<file path="config.mk">
export PLATFORM = sky130hd
export DESIGN_NAME = mck_queue
export DESIGN_NICKNAME = d
export VERILOG_FILES = /design/src/rtl/mck_pkg.sv /design/src/rtl/mck_queue.sv
export SDC_FILE = /design/constraint.sdc
export NUM_CORES = 1
export LEC_CHECK = 0
export BUFFER_PORTS_ARGS = -buffer_cell sky130_fd_sc_hd__buf_2
export CAP_MARGIN = 15
export CORE_ASPECT_RATIO = 0.5
export CORE_UTILIZATION = 45
export DETAILED_ROUTE_END_ITERATION = 8
export GPL_ROUTABILITY_DRIVEN = 0
export PLACE_DENSITY = 0.7
export SLEW_MARGIN = 10
export SYNTH_ARGS = -nofsm -noshare
export SYNTH_HDL_FRONTEND = slang
export SYNTH_SLANG_ARGS = --single-unit
</file>
<file path="constraint.sdc">
create_clock -name clock -period 2.09 [get_ports clock]
set_input_delay 0.418 -clock clock [delete_from_list [all_inputs] [get_ports clock]]
set_output_delay 0.418 -clock clock [all_outputs]
set_load 0.02 [all_outputs]
</file>
<file path="src/rtl/mck_pkg.sv">
// Morse character keyer: shared types, constants, code table and helpers.
// No dependencies; every other file imports this package.
package mck_pkg;

   localparam int CHAR_W     = 8;
   localparam int TICKS_W    = 16;
   localparam int DUR_W      = 18;
   localparam int BIT_W      = 3;
   localparam int NUM_LETTERS = 26;
   localparam int NUM_CODES   = 36;
   localparam int IDX_W       = $clog2(NUM_CODES);

   localparam logic [TICKS_W-1:0] ELEMENT_TICKS_RESET = 16'd100;

   localparam logic [CHAR_W-1:0] SPACE_CHAR = 8'h20;
   localparam logic [CHAR_W-1:0] DIGIT_0    = 8'h30;
   localparam logic [CHAR_W-1:0] DIGIT_9    = 8'h39;
   localparam logic [CHAR_W-1:0] UPPER_A    = 8'h41;
   localparam logic [CHAR_W-1:0] UPPER_Z    = 8'h5A;
   localparam logic [CHAR_W-1:0] LOWER_A    = 8'h61;
   localparam logic [CHAR_W-1:0] LOWER_Z    = 8'h7A;

   localparam logic [BIT_W-1:0] LAST_BIT = 3'd7;

   localparam int QUEUE_DEPTH = 2;
   localparam int QPTR_W      = $clog2(QUEUE_DEPTH);
   localparam int QCNT_W      = $clog2(QUEUE_DEPTH + 1);

   localparam logic [CHAR_W-1:0] CODE_TABLE [NUM_CODES] = '{
      8'hA0, 8'h18, 8'h58, 8'h30, 8'h40, 8'h48, 8'h70, 8'h08, 8'h20, 8'hE8,
      8'hB0, 8'h28, 8'hE0, 8'h60, 8'hF0, 8'h68, 8'hB8, 8'h50, 8'h10, 8'hC0,
      8'h90, 8'h88, 8'hD0, 8'h98, 8'hD8, 8'h38,
      8'hFC, 8'hF4, 8'hE4, 8'hC4, 8'h84, 8'h04, 8'h0C, 8'h1C, 8'h3C, 8'h7C
   };

   typedef enum logic [1:0] {
      KIND_GAP,
      KIND_BARE,
      KIND_CODE
   } kind_type;

   typedef enum logic [1:0] {
      UNITS_DOT,
      UNITS_DASH,
      UNITS_GAP
   } units_type;

   typedef enum logic [1:0] {
      BK_IDLE,
      BK_ON,
      BK_OFF
   } back_state_type;

   typedef struct packed {
      kind_type          kind;
      logic [CHAR_W-1:0] code;
      logic [BIT_W-1:0]  first_bit;
      logic              eom;
   } item_type;

   typedef struct packed {
      logic full;
      logic empty;
   } qstat_type;

   function automatic logic [CHAR_W-1:0] char_code(input logic [CHAR_W-1:0] ch);
      logic [IDX_W-1:0] idx;
      idx = '0;
      if (ch >= DIGIT_0 && ch <= DIGIT_9) begin
         idx = IDX_W'(ch - DIGIT_0) + IDX_W'(NUM_LETTERS);
      end else if (ch >= UPPER_A && ch <= UPPER_Z) begin
         idx = IDX_W'(ch - UPPER_A);
      end else if (ch >= LOWER_A && ch <= LOWER_Z) begin
         idx = IDX_W'(ch - LOWER_A);
      end
      return CODE_TABLE[idx];
   endfunction

   function automatic logic [DUR_W-1:0] seg_ticks(input units_type units,
                                                  input logic [TICKS_W-1:0] ticks);
      logic [DUR_W-1:0] t;
      logic [DUR_W-1:0] r;
      t = DUR_W'(ticks);
      case (units)
         UNITS_DOT:  r = t;
         UNITS_DASH: r = (t << 1) + t;
         UNITS_GAP:  r = t << 2;
         default:    r = t;
      endcase
      return r;
   endfunction

endpackage

</file>
<file path="src/rtl/mck_queue.sv">
// Morse character keyer: short FIFO between front end and back end.
// Depends on mck_pkg.
module mck_queue import mck_pkg::*; (
   input  logic      clock,
   input  logic      reset,
   input  logic      push,
   input  item_type  push_item,
   input  logic      pop,
   output item_type  head,
   output qstat_type qstat
);

   item_type            mem_ff [QUEUE_DEPTH];
   logic [QPTR_W-1:0]   wr_ptr_ff, wr_ptr_in;
   logic [QPTR_W-1:0]   rd_ptr_ff, rd_ptr_in;
   logic [QCNT_W-1:0]   count_ff, count_in;

   assign head        = mem_ff[rd_ptr_ff];
   assign qstat.full  = (count_ff == QCNT_W'(QUEUE_DEPTH));
   assign qstat.empty = (count_ff == '0);

   always_comb begin
      wr_ptr_in = push ? QPTR_W'(wr_ptr_ff + 1'b1) : wr_ptr_ff;
      rd_ptr_in = pop  ? QPTR_W'(rd_ptr_ff + 1'b1) : rd_ptr_ff;
      count_in  = count_ff;
      if (push && !pop) begin
         count_in = QCNT_W'(count_ff + 1'b1);
      end else if (pop && !push) begin
         count_in = QCNT_W'(count_ff - 1'b1);
      end
   end

   always_ff @(posedge clock) begin
      if (reset) begin
         wr_ptr_ff <= '0;
         rd_ptr_ff <= '0;
         count_ff  <= '0;
      end else begin
         wr_ptr_ff <= wr_ptr_in;
         rd_ptr_ff <= rd_ptr_in;
         count_ff  <= count_in;
      end
   end

   always_ff @(posedge clock) begin
      if (push) begin
         mem_ff[wr_ptr_ff] <= push_item;
      end
   end

endmodule

</file>
Word-level counts from Yosys, hierarchy flattened

Memories as Yosys holds them, arrays and structs flattened. A register that Yosys moved wholly into a read port is not among the register bits.
Cells that the tools add are included.

Reduce and logical (&&, ||, !) cells: 6
Muxes and demuxes: 6
$add $sub $neg: 4
Equal/unequal tests: 1

Operators by type and width:

| operator                                                           | number |
|---|---|
| 1-bit two-way mux                                                  | 4 |
| 2-bit two-way mux                                                  | 2 |
| 1-bit adder, second input constant                                 | 2 |
| 2-bit by 1-bit adder with 2-bit output, second input constant      | 1 |
| 2-bit == test, second input constant                               | 1 |
| 1-bit logical AND                                                  | 2 |
| 1-bit logical NOT                                                  | 2 |
| 2-bit logical NOT                                                  | 1 |
| 2-bit nonzero test                                                 | 1 |
| 2-bit by 1-bit subtractor with 2-bit output, second input constant | 1 |

Flip-flop bits (word level): 4
RAM bits: 28
Memories kept: 1
Bits of input ports: 18

Memories:

| name   | depth | width | rd ports | clocked after memory_dff | write ports | RTL line        | text |
|---|---|---|---|---|---|---|---|
| mem_ff | 2     | 14    | 1        | 1                        | 1           | mck_queue.sv:13 | `item_type mem_ff [QUEUE_DEPTH];` |

Logic depth before layout (Yosys ltp)

Depth after elaboration: 4
Gate-level depth with buffers: 5
Depth with buffers taken out: 5

Worst setup path before layout

Ideal clock, no wire load.

Path type: in2reg
Start point: in push
End point: mem mem_ff[0][0] (netlist bit) (enable)
Cell stages on the path: 1
Data required time: 1.704 ns
Library setup time: 0.386 ns
Arrival time: 1.097 ns
Path slack: 0.607 ns
Cells stage by stage: nor2b_1

Longest elaborated chain between the ends: 2

Ends and longest elaborated chain:

| what                                    | RTL line        | text |
|---|---|---|
| start, declared                         | mck_queue.sv:6  | `input logic push,` |
| 1-bit two-way mux                       | mck_queue.sv:46 | `if (push) begin` |
| 1-bit two-way mux (implied by the code) | mck_queue.sv:47 | `mem_ff[wr_ptr_ff] <= push_item;` |
| end, declared                           | mck_queue.sv:13 |  |

Every way passes these cells.

==> results.md <==
- Via count: 662
- Die area: between 2000 and 3000 sq um
- Post-synthesis simple-gate area fraction: 0.0381
- Most numerous cell in the Yosys netlist: edfxtp_1
- Initial Util: 0.512
- Total GRT Usage: 0.175
- Number of I/O port buffers: 33
- Largest area contributor in the netlist: edfxtp_1
- Ys Warns: 0
- Layout cell share with drive strength beyond 1: 0.541
- Synth area leaders: edfxtp_1, mux2_2, dfxtp_1
- N_diodes: 0
- Total grt overflow: 0
- Max_slew headroom: 0.554
- Width of the die: 75.4 um
- Crit path time final: 1710 ps
- Worst skew pair latency: 280 ps
- Global-route wire length before repair: 3240 um
- Floorplan row count: 12
- Multiplexer area fraction after synthesis: 0.130
- Crit share post-route: 0.818
- Syn Inst Count: 65
- Max cap viols: 0
- IR drop worst, VDD: 0.475 mV
- Largest net degree at the start of global routing: 15
- Postcts setup bufs: 0
- Synth Area in Adders: 0.0103
- Reg clk slew, reported paths: 70 ps
- Least-Margin Pin Slew: 670 ps
- Hold_sp: push_item[9]
- DRT Pass-1 Iters: 4
- CTS tree: built
- Clock buffer depth: 2
- CP max FO: 8
- DR iter-0 viols: 46
- DRC viols: 0
- Synth top area share: 0.693
- Peak Freq: 585 MHz
- I/O pin count: 34
- Core area: approximately 2400 sq um
- RSZ-0062 raised after global routing: false
- Syn_nets: 84
- Sink Count: 33
- Hold-fix buffers, CTS: 0
- Antenna-violating nets left: 0
- Seq. cell area: 941 sq um
- Reg2reg end: mem_ff[1][8]
- Startpoint types: flop
- EDFF count, synth: 28
- Die Y: 38.7 um
- Post-synth top cells: edfxtp_1, mux2_2, dfxtp_1, nor2_1
- CP Capture Type: output port
- Part of the Yosys area used for sequential elements: 0.775
- Endpoints failing setup: 0
- H-tree lvl count: 2
- Antenna violations before repair: 0
- R2R Setup Slk: a little under 800 ps
- Yosys reg bits: 33
- Post-Synth XOR/XNOR Area: 0.0289
- Vias per std cell: 4.60
- Vias in the first global route: 699
- Data arrival, critical path: 1290 ps
- Critical Path RT: 1670 ps
- Drt total wl: 2060 um
- Final-report hold violation count: 0
- Total CTS buffers: 5
- Largest family of logic cells by synthesized area: multiplexers
- Hold Path Class: input port to flop
- DP Wirelength: 1590 um
- Kind of critical path: flop to output port
- Wire per inst: 14.3 um
- Post-CTS Resized: 0
- Hold_ws: 326 ps
- Yosys cell types: 15
- Total negative setup slack: 0 ps
- Final net count: about 130
- Status: completed
- R2R cell count: 1
- Worst hold path depth: 1
- Avg Inst Size Synth: 18.7 sq um
- Ys async rst share: 0
- Area occupied by multi-input gates: around 260 sq um
- Fill cell count: 191
- Hold EP: mem_ff[1][9]
- CTS root buf: clkbuf_8
- Clock Skews: around 3.0 ps
- Dominant synthesized flop cell: edfxtp_1
- Area growth, synth to finish: 25.9%
- Pwr/cell area: approximately 940 nW/um^2
- Mapped Area: 1210 sq um
- Compound-Gate Fraction of Synth Area: 0.00825
- P_leak: between 0.0006 and 0.0007 uW
- Final Max Tran Viols: 0
- FF-to-FF Start: wr_ptr_ff
## cell type report
cell class                 instances  area share
inverter                           1     0.00246
sequential                        33       0.616
timing repair buffer              37       0.128
clock buffer                       6      0.0475
clock inverter                     2     0.00655
tap                               35      0.0287
multi-input combinational         30       0.171
## worst max-delay path by stage
stage | endpoint | slack (ps) | depth (start not counted)
floorplan | mem_ff[0][0] | 610 | 1
global placement | mem_ff[1][10] | 660 | 2
detailed placement | mem_ff[1][4] | 580 | 2
CTS | head[0] | 360 | 3
global route | head[0] | 300 | 3
finish | head[1] | 380 | 3
## critical path, stage by stage, from the launching register on
cell and delay [ps]:
dfxtp_1 330, buf_4 180, mux2_2 350, buf_2 160
## metal layers
layer  wire (um)  part of all wire  global-route usage
met1         850              0.41               0.184
met2        1100              0.53               0.308
met3         114             0.055              0.0938
met4           0                 0              0.0556
met5           0                 0                   0
## registers in the layout, summed over array words and instances (netlist names), named ones only
signal     cells
wr_ptr_ff      1
count_ff       2
rd_ptr_ff      1
mem_ff        28
## power by group
group | switching, uW | internal (uW) | leakage (uW)
clock | 213 | 230 | 0.0000450
combinational | 119 | 91.4 | 0.000256
sequential | 17.9 | 764 | 0.000304
total | 350 | 1090 | 0.000605
## stage by stage
| step | setup slack [ps] | total power [uW] | utilization | cells | cell area [sq um] |
|---|---|---|---|---|---|
| 3_5_place_dp | 584 | 1010 | 0.609 | 136 | 1450 |
| 4_1_cts | 360 | 1460 | 0.644 | 144 | 1530 |
| 5_1_grt | 297 | 1500 | 0.644 | 144 | 1530 |
| 6_report | 379 | 1440 | 0.644 | 144 | 1530 |
| 2_1_floorplan | 607 | 924 | - | 65 | 1210 |
| 3_3_place_gp | 659 | 992 | 0.609 | 136 | 1450 |
## cell families after synthesis
group,Yosys count
compound gates,2
xor+xnor,4
fa+ha+maj,1
buf+inv,2
flops,33
mux,14
simple gates,9
## cell usage in the layout, fill, tap and decap left out
cell type,instances
dfxtp_1,5
a21oi_1,1
or3_1,1
and2b_2,1
edfxtp_1,28
clkbuf_8,5
buf_4,4
nor2b_1,1
mux2_2,14
inv_1,1
buf_2,33
xor2_1,2
ha_1,1
xnor2_1,2
o21ai_0,1
nor2_1,5
clkinv_2,2
clkbuf_1,1
and2_1,1
Note: power is estimated with default switching activity, not from simulation.
